$ cat src/design/bcsd_pkg.sv
// Shared constants, register codes and control types of the battery status decoder.
package bcsd_pkg;

  // Field widths.
  localparam int ID_W       = 11;
  localparam int PWR_W      = 20;
  localparam int RAMP_W     = 14;
  localparam int SOC_PPTT_W = 15;
  localparam int REM_W      = 22;
  localparam int TEMP_W     = 13;
  localparam int EV_W       = 6;
  localparam int CFG_IDX_W  = 3;
  localparam int CFG_DATA_W = 20;

  // Shared multiplier product and divider dividend width.
  localparam int DIV_W      = PWR_W + SOC_PPTT_W;
  localparam int DVSR_W     = 14;
  localparam int STEP_CNT_W = $clog2(DIV_W);

  // Remaining energy is charge percent times capacity over one hundred. The division by one
  // hundred multiplies by 2^35 / 100 rounded up, which is exact for products below 2^28.
  localparam int                 REM_PROD_W  = 28;
  localparam int                 RECIP_W     = 29;
  localparam int                 RECIP_SHIFT = 35;
  localparam int                 REM_MUL_W   = REM_PROD_W + RECIP_W;
  localparam logic [RECIP_W-1:0] RECIP_100   = 29'd343597384;

  // Decoded frame identifiers.
  localparam logic [ID_W-1:0] ID_STATUS = 11'h2F4;
  localparam logic [ID_W-1:0] ID_CELLS  = 11'h4F4;
  localparam logic [ID_W-1:0] ID_TEMPS  = 11'h5F4;
  localparam logic [ID_W-1:0] ID_ALARMS = 11'h7F4;

  // Decoding and scaling constants.
  localparam logic [15:0]       CUR_OFFSET  = 16'd4000;
  localparam logic [8:0]        TEMP_OFFSET = 9'd50;
  localparam logic [DVSR_W-1:0] TOP_SOC     = 14'd9900;
  localparam logic [DVSR_W-1:0] FULL_PPTT   = 14'd10000;
  localparam logic [6:0]        PCT_TO_PPTT = 7'd100;
  localparam logic [1:0]        LVL_MASK    = 2'b11;

  // Low bit of each two-bit alarm level in the alarm word.
  localparam int LVL_CELL_OV = 0;
  localparam int LVL_CELL_UV = 2;
  localparam int LVL_PACK_OV = 4;
  localparam int LVL_PACK_UV = 6;
  localparam int LVL_DIS_OC  = 10;
  localparam int LVL_CHG_OC  = 12;
  localparam int LVL_OVER_T  = 14;
  localparam int LVL_UNDER_T = 16;

  // Event flag bit positions.
  localparam int EV_OV      = 0;
  localparam int EV_UV      = 1;
  localparam int EV_OVER_T  = 2;
  localparam int EV_UNDER_T = 3;
  localparam int EV_CHG_OC  = 4;
  localparam int EV_DIS_OC  = 5;

  // Register reset values.
  localparam logic [PWR_W-1:0]  CAPACITY_RESET    = 20'd30000;
  localparam logic [PWR_W-1:0]  CHG_OVR_RESET     = 20'd10000;
  localparam logic [PWR_W-1:0]  DIS_OVR_RESET     = 20'd10000;
  localparam logic [RAMP_W-1:0] RAMPDOWN_RESET    = 14'd9000;
  localparam logic [PWR_W-1:0]  TOP_BALANCE_RESET = 20'd250;

  // Configuration register indexes.
  typedef enum logic [CFG_IDX_W-1:0] {
    REG_CAPACITY     = 3'd0,
    REG_CHG_OVERRIDE = 3'd1,
    REG_DIS_OVERRIDE = 3'd2,
    REG_RAMPDOWN     = 3'd3,
    REG_TOP_BALANCE  = 3'd4
  } cfg_reg_t;

  // Commands from the controller to the datapath.
  typedef struct packed {
    logic load_frame;
    logic prep;
    logic mul_rem;
    logic mul_ramp;
    logic div_step;
    logic store_rem;
    logic store_ramp;
    logic publish;
  } cmd_t;

  // Status from the datapath to the controller.
  typedef struct packed {
    logic need_ramp;
  } sts_t;

endpackage

$ cat src/design/bcsd_ctrl.sv
// Controller state machine that sequences decode, multiply, divide and publish.
module bcsd_ctrl (
  input  logic           clk,
  input  logic           rst,
  input  logic           frame_valid,
  output logic           frame_ready,
  output logic           status_valid,
  input  logic           status_ready,
  output bcsd_pkg::cmd_t cmd,
  input  bcsd_pkg::sts_t sts
);
  import bcsd_pkg::*;

  typedef enum logic [3:0] {
    S_IDLE,
    S_PREP,
    S_MUL_REM,
    S_STORE_REM,
    S_MUL_RAMP,
    S_DIV_RAMP,
    S_STORE_RAMP,
    S_PUBLISH
  } state_t;

  localparam logic [STEP_CNT_W-1:0] STEP_LAST = STEP_CNT_W'(DIV_W - 1);

  state_t                state;
  logic [STEP_CNT_W-1:0] step_cnt;
  logic                  publish_ok;

  // The output register can take a new result once it is empty or being drained.
  assign publish_ok  = !status_valid || status_ready;
  assign frame_ready = (state == S_IDLE) && !rst;

  // Commands decoded from the current state.
  always_comb begin
    cmd            = '0;
    cmd.load_frame = (state == S_IDLE) && frame_valid;
    cmd.prep       = (state == S_PREP);
    cmd.mul_rem    = (state == S_MUL_REM);
    cmd.mul_ramp   = (state == S_MUL_RAMP);
    cmd.div_step   = (state == S_DIV_RAMP);
    cmd.store_rem  = (state == S_STORE_REM);
    cmd.store_ramp = (state == S_STORE_RAMP);
    cmd.publish    = (state == S_PUBLISH) && publish_ok;
  end

  // State, step counter and output valid flag.
  always_ff @(posedge clk) begin
    if (rst) begin
      state        <= S_IDLE;
      step_cnt     <= '0;
      status_valid <= 1'b0;
    end else begin
      // A published result fills the output register; a completed transaction empties it.
      if (cmd.publish) begin
        status_valid <= 1'b1;
      end else if (status_valid && status_ready) begin
        status_valid <= 1'b0;
      end
      case (state)
        S_IDLE: begin
          if (frame_valid) begin
            state <= S_PREP;
          end
        end
        S_PREP: begin
          state <= S_MUL_REM;
        end
        S_MUL_REM: begin
          state <= S_STORE_REM;
        end
        S_STORE_REM: begin
          state <= sts.need_ramp ? S_MUL_RAMP : S_PUBLISH;
        end
        S_MUL_RAMP: begin
          step_cnt <= '0;
          state    <= S_DIV_RAMP;
        end
        S_DIV_RAMP: begin
          step_cnt <= step_cnt + 1'b1;
          if (step_cnt == STEP_LAST) begin
            state <= S_STORE_RAMP;
          end
        end
        S_STORE_RAMP: begin
          state <= S_PUBLISH;
        end
        S_PUBLISH: begin
          if (publish_ok) begin
            state <= S_IDLE;
          end
        end
        default: begin
          state <= S_IDLE;
        end
      endcase
    end
  end

endmodule

$ cat config.mk
export PLATFORM = sky130hd
export DESIGN_NAME = bcsd_ctrl
export DESIGN_NICKNAME = d
export VERILOG_FILES = /design/src/design/bcsd_pkg.sv /design/src/design/bcsd_ctrl.sv
export SDC_FILE = /design/constraint.sdc
export NUM_CORES = 1
export LEC_CHECK = 0
export BUFFER_PORTS_ARGS = -buffer_cell sky130_fd_sc_hd__buf_2
export CAP_MARGIN = 20
export CORE_MARGIN = 2
export CORE_UTILIZATION = 45
export CTS_CLUSTER_DIAMETER = 150
export DETAILED_ROUTE_END_ITERATION = 10
export HOLD_SLACK_MARGIN = 0.08
export PLACE_DENSITY = 0.69
export SYNTH_ARGS = -nofsm -noshare
export SYNTH_HDL_FRONTEND = slang
export SYNTH_SLANG_ARGS = --single-unit
$ cat constraint.sdc
create_clock -name clk -period 3.1 [get_ports clk]
set_clock_uncertainty 0.2 [all_clocks]
set_input_delay 0.31 -clock clk [delete_from_list [all_inputs] [get_ports clk]]
set_output_delay 0.31 -clock clk [all_outputs]
set_load 0.005 [all_outputs]
==> results.md, run 1 <==
- Clock tree root buffer cell: clkbuf_4
- First DRT Iteration DRCs: 9
- Pre-antenna DRT Iters: 4
- Rel. slew slack: 0.686
- Worst skew pair latency: 0.26 ns
- Overall Global Routing Usage: 0.189
- Core Area: 0.00127 mm2
- Average size of a mapped cell: 8.26 um2
- Vias: 557
- CTS tree: done
- Post_cts resized: 0
- Synth top area share: 0.332
- FP Rows: 13
- Drt drc: 0
- Most frequent cell after synthesis: dfxtp_1
- Worst-Margin Slew: 0.471 ns
- Sequential-to-total area share from yosys stat: 0.332
- Initial antenna violation count: 0
- Final GP Congestion: 0.752
- Netlist Area Pre-Place: 603 um2
- CTS Sinks: 10
- Fin crit share: 0.627
- Cells along the critical path: or3b_1 -> inv_1 -> buf_2
- Hold_buf cts: 0
- Pre-CTS WS: 1.42 ns
- Max Buffers Root-to-Sink: 2
- Die Y-Extent: 40.6 um
- Crit Path Class: flop to primary output
- Starting Density: 0.475
- Synth-to-Final Area Change: 17.6%
- Startpoint types: flop
- Hold Crit Depth: 3
- VDD IR-drop max: 0.221 mV
- Lkg Pwr: 0.321 nW
- Antenna-violating nets left: 0
- WP data required: 2.59 ns
- Global-route wire length before repair: 1980 um
- IO buf count: 14
- WL final: 1200 um
- Most frequent cells after synthesis: 10 x dfxtp_1, 7 x a21oi_1, 7 x nand2_1
- Top FF cell, synth: dfxtp_1
- Leading area contributor after synthesis: dfxtp_1
- Die Area: 0.00165 mm2
- Max Clk Rate: 514 MHz
- Max FO, Critical Path: 12
- Seq cells post-synth: 10
- Final Max Tran Viols: 0
- Synth area leaders: dfxtp_1 33%, a21oi_1 5.8%, nor2b_1 5.2%
- Final setup vio count: 0
- Worst reg2reg path depth: 3
- Vias in the first global route: 466
- Die W: 40.6 um
- RSZ-0062 raised after global routing: no
- Worst min path class: input port to flop
- WP data arrival: 1.43 ns
- Pwr Density: 475 mW/mm2
- Post-synth net total: 80
- Final WS setup: 1.16 ns
- MaxCap Viol Count: 0
- HPWL after DPL: 873 um
- Total gr overflow: 0
- Number of synthesized flops with an enable pin: 0
- Max stage delay on crit path: 0.57 ns
- Worst setup EP type: primary output
- Ports: 15
- Post-CTS Setup Bufs: 0
- Number of buffers created by CTS: 3
- Minimum clock period: 1.94 ns
- Yosys cell types: 29
- Syn Inst Count: 73
- Fin Setup TNS: 0 ns
- Final hold violations: 0
- Wire length per cell: 11.8 um
- # diodes: 0
- Worst-path clk slew: 0.07 ns
- Asr flop ratio synth: 0
- Share of cells above drive strength 1: 0.218
- Hold Slack: 0.131 ns
- Number of H-tree levels: 1
- Layout Nets: 95
- Status: finished, final reports clean
- Largest net degree at the start of global routing: 18
- CP max stage cell: dfxtp_1
- Via density per instance: 5.46
- Syn. warnings: 0
final cells by class:
cell class | instances | area [um2]
Multi-Input combinational cell | 55 | 369
Inverter | 4 | 15.0
Sequential cell | 10 | 200
Fill cell | 119 | 559
Tap cell | 15 | 18.8
Clock buffer | 4 | 36.3
Timing Repair Buffer | 14 | 70.1
cells by family after synthesis:
kind of cell	Yosys count	synth area share
simple gates	38	0.411
compound gates	15	0.160
flops	10	0.332
buf+inv	8	0.0560
fa+ha+maj	2	0.0415
critical path: cells and delay by family, from the launching register on:
family                 cells  cell delay (ns)
DFF                        1             0.57
and+or+nand+nor            1             0.44
buffers and inverters      2             0.16
metrics by stage:
| stage | power (mW) | util | area [um2] | std cells |
|---|---|---|---|---|
| finish | 0.337 | 0.559 | 709 | 102 |
| global placement | 0.222 | 0.531 | 673 | 98 |
| detailed placement | 0.222 | 0.531 | 673 | 98 |
| floorplan | 0.202 | - | 603 | 73 |
| global route | 0.361 | 0.559 | 709 | 102 |
| CTS | 0.342 | 0.559 | 709 | 102 |
power breakdown:
part	total (mW)	switching, mW	internal (mW)
Clock	0.117	0.0457	0.0713
Combinational	0.0613	0.0295	0.0318
Sequential	0.159	0.0228	0.136
Total	0.337	0.0979	0.239
per-layer routing:
layer	GRT usage	vias to the layer above	part of all wire
li1	-	296	-
met1	0.247	251	0.52
met2	0.258	8	0.43
met3	0.0652	2	0.032
met4	0.125	0	0.012
met5	0	-	0
cells in the final DEF, fill, tap and decap left out:
cell and count:
a21oi_1 7, a221oi_1 1, a32oi_1 1, and2_1 2, and3b_1 3, and4b_1 1, buf_2 14, clkbuf_4 3
clkbuf_8 1, dfxtp_1 10, ha_1 2, inv_1 4, nand2_1 7, nand2b_1 3, nand3_1 2, nand3b_1 1
nand4_1 1, nand4_4 1, nor2_1 4, nor2b_1 5, nor3b_1 2, nor4_1 2, o2111ai_1 1, o21ai_0 2
o311ai_0 1, o31ai_1 1, o41ai_1 1, or3b_1 2, or4_1 1, or4b_1 1
worst paths after layout:
kind,start,end,slack [ns]
setup / recovery,state[2]$_SDFFE_PP0P_,cmd[4],1.16
hold / removal,status_ready,status_valid$_SDFFE_PP0P_,0.13
setup reg to reg,state[0]$_SDFFE_PP0P_,step_cnt[5]$_SDFFE_PP0P_,1.38
hold reg to reg,status_valid$_SDFFE_PP0P_,status_valid$_SDFFE_PP0P_,0.30
registers in the layout, indices dropped and copies added (netlist names):
| name | count |
|---|---|
| status_valid | 1 |
| step_cnt | 6 |
| state | 3 |
Power figures use the tool's default switching activity.
==> run 2: changes to the inputs <==
--- a/config.mk
+++ b/config.mk
@@ -8,11 +8,11 @@
 export BUFFER_PORTS_ARGS = -buffer_cell sky130_fd_sc_hd__buf_2
 export CAP_MARGIN = 20
 export CORE_MARGIN = 2
-export CORE_UTILIZATION = 45
+export CORE_UTILIZATION = 44
 export CTS_CLUSTER_DIAMETER = 150
 export DETAILED_ROUTE_END_ITERATION = 10
 export HOLD_SLACK_MARGIN = 0.08
-export PLACE_DENSITY = 0.69
+export PLACE_DENSITY = 0.71
 export SYNTH_ARGS = -nofsm -noshare
 export SYNTH_HDL_FRONTEND = slang
 export SYNTH_SLANG_ARGS = --single-unit
==> constraint.sdc (replaced) <==
create_clock -name clk -period 1.7 [get_ports clk]
set_clock_uncertainty 0.2 [all_clocks]
set_input_delay 0.17 -clock clk [delete_from_list [all_inputs] [get_ports clk]]
set_output_delay 0.17 -clock clk [all_outputs]
set_load 0.005 [all_outputs]
==> run 2 against run 1 <==
Effect of this change: sequential power increased by 74%; combinational power rose by 150%; largest power group unchanged; largest cell class unchanged; worst hold slack improved by 0.092 ns.
==> results.md, run 2 (synthesis results as in run 1) <==
- Number of buffers created by CTS: 3 (unchanged)
- Commonest non-fill, non-tap cell in the layout: buf_2
- Startpoint types: input port
- Placed Area: 703 um2 (+4.5%)
- CTS tree: done
- Internal Power: 0.410 mW (+72%)
- Reg2reg setup slack: 0.11 ns (-1.27 ns)
- Antenna-violating nets left: 0 (unchanged)
- MaxCap Viol Count: 0 (unchanged)
- Hold Slack: 0.223 ns (+0.0917 ns)
- WP data arrival: 1.24 ns (-0.19 ns)
- Vias in the first global route: 510 (+9.4%)
- Minimum clock period: 1.61 ns
- Status: finished, final reports clean
- Comb power frac: 0.259 (+0.077)
- Post-CTS Setup Bufs: 0 (unchanged)
- # diodes: 0 (unchanged)
- Clock tree root buffer cell: clkbuf_4
- Biggest regs: step_cnt x6, state x3, status_valid x1
- Max FO, Critical Path: 2 (-10)
- Die Area: 0.00168 mm2 (+2.0%)
- Lkg Pwr: 0.349 nW (+8.9%)
- Worst setup EP type: primary output
- Pwr Density: 767 mW/mm2 (+61%)
- Rel. slew slack: 0.790 (+0.105)
- Tot Pwr: 0.584 mW (+73%)
- Fin crit share: 0.947
- Final Max Tran Viols: 0 (unchanged)
- Number of H-tree levels: 1 (unchanged)
- Worst skew pair latency: 0.25 ns (about the same)
- Worst min path class: input port to flop
- Share of cells above drive strength 1: 0.280 (+0.0612)
- Max Clk Rate: 621 MHz
- Initial antenna violation count: 0 (unchanged)
- VDD IR-drop max: 0.505 mV (+130%)
- CTS Sinks: 10 (unchanged)
- Final instance area: 762 um2 (+7.4%)
- Layout Nets: 102 (+7.4%)
- Final GP Congestion: 0.729 (-3.0%)
- Fin Setup TNS: 0 ns (unchanged)
- Worst-path clk slew: 0.06 ns (about the same)
- HPWL after DPL: 948 um (+8.6%)
- Final setup vio count: 0 (unchanged)
- Placed instance count: 102 (+4.1%)
- Synth-to-Final Area Change: 26.3%
- Sw Ratio: 0.299 (+0.00786)
- Ports: 15 (unchanged)
- Worst-Margin Slew: 0.310 ns (-0.161 ns)
- Final hold violations: 0 (unchanged)
- P_sw: 0.174 mW (+78%)
- Register share of total power: 0.475 (+0.004)
- IO buf count: 14 (unchanged)
- Core Area: 0.00128 mm2 (+1.3%)
- Die W: 41.0 um (+1.0%)
- Non-filler cells, final: 108 (+5.9%)
- Total gr overflow: 0 (unchanged)
- Pre-antenna DRT Iters: 4 (unchanged)
- Wire length per cell: 11.8 um (+0.41%)
- Starting Density: 0.469 (-0.00602)
- Max FFs per register: 6 (unchanged)
- Largest register by flop count: step_cnt
- Die Y-Extent: 41.0 um (+1.0%)
- Global-route wire length before repair: 2130 um (+7.7%)
- Crit Path Class: input port to primary output
- Largest net degree at the start of global routing: 14 (-4)
- Drt drc: 0 (unchanged)
- RSZ-0062 raised after global routing: no
- Clk pwr share: 0.266 (-0.081)
- FP Rows: 13 (unchanged)
- Vias: 605 (+8.6%)
- WL final: 1280 um (+6.3%)
- Most frequent cells in the layout: 14 x buf_2, 7 x nand2_1, 7 x a21oi_1, 7 x dfxtp_1
- Overall Global Routing Usage: 0.198 (+0.00912)
- Max Buffers Root-to-Sink: 2 (unchanged)
- Via density per instance: 5.60 (+2.6%)
- WP data required: 1.33 ns (-1.26 ns)
- First DRT Iteration DRCs: 5 (-4)
run 2: changes by cell type in the layout (fill, tap and decap cells not counted):
cell	before	now
dlygate4sd3_1	0	3
dfxtp_1	10	7
nor2b_2	0	1
buf_4	0	4
clkbuf_8	1	0
nor2b_1	5	4
dfxtp_2	0	3
run 2: stage by stage:
stage           util  worst slack (ns)
6_report       0.593            0.0908
5_1_grt        0.593            0.0122
4_1_cts        0.588           0.00618
3_5_place_dp   0.547             0.130
3_3_place_gp   0.547             0.172
2_1_floorplan      -             0.219
run 2: repair_timing:
action	in CTS	in global routing
gates resized for setup	0	4
hold buffers	3	0
setup endpoints to repair	0	5
endpoints found under the hold margin	8	0
run 2: cell type report:
class                           instances  area [um2]
Multi-Input combinational cell         55         372
Clock buffer                            3        22.5
Fill cell                             125         523
Tap cell                               15        18.8
Inverter                                4        15.0
Sequential cell                        10         204
Timing Repair Buffer                   21         130
run 2: power by group through the flow:
| stage | combinational, mW | clock (mW) | sequential (mW) |
|---|---|---|---|
| 2_1_floorplan | 0.104 | 0 | 0.264 |
| 3_3_place_gp | 0.145 | 0 | 0.280 |
| 3_5_place_dp | 0.146 | 0 | 0.280 |
| 4_1_cts | 0.152 | 0.159 | 0.275 |
| 5_1_grt | 0.172 | 0.172 | 0.281 |
| 6_report | 0.151 | 0.155 | 0.277 |
run 2: final timing paths:
path                                               start                       end  depth (start not counted)
worst max register to register  step_cnt[1]$_SDFFE_PP0P_  step_cnt[4]$_SDFFE_PP0P_                          4
worst min-delay path                         frame_valid     state[0]$_SDFFE_PP0P_                          4
worst min register to register  step_cnt[5]$_SDFFE_PP0P_     state[1]$_SDFFE_PP0P_                          2
worst max-delay path                        status_ready                    cmd[0]                          5
run 2: critical path, cell delays in order:
cell and delay [ns]:
dlygate4sd3_1 0.53, buf_2 0.12, nand2b_1 0.14, nor2b_2 0.16
buf_2 0.12
run 2: layer usage:
metal | GRT usage | vias up | routed length (um)
li1 | - | 307 | -
met1 | 0.268 | 283 | 619
met2 | 0.281 | 13 | 591
met3 | 0.0652 | 2 | 55
met4 | 0.0833 | 0 | 13
met5 | 0 | - | 0
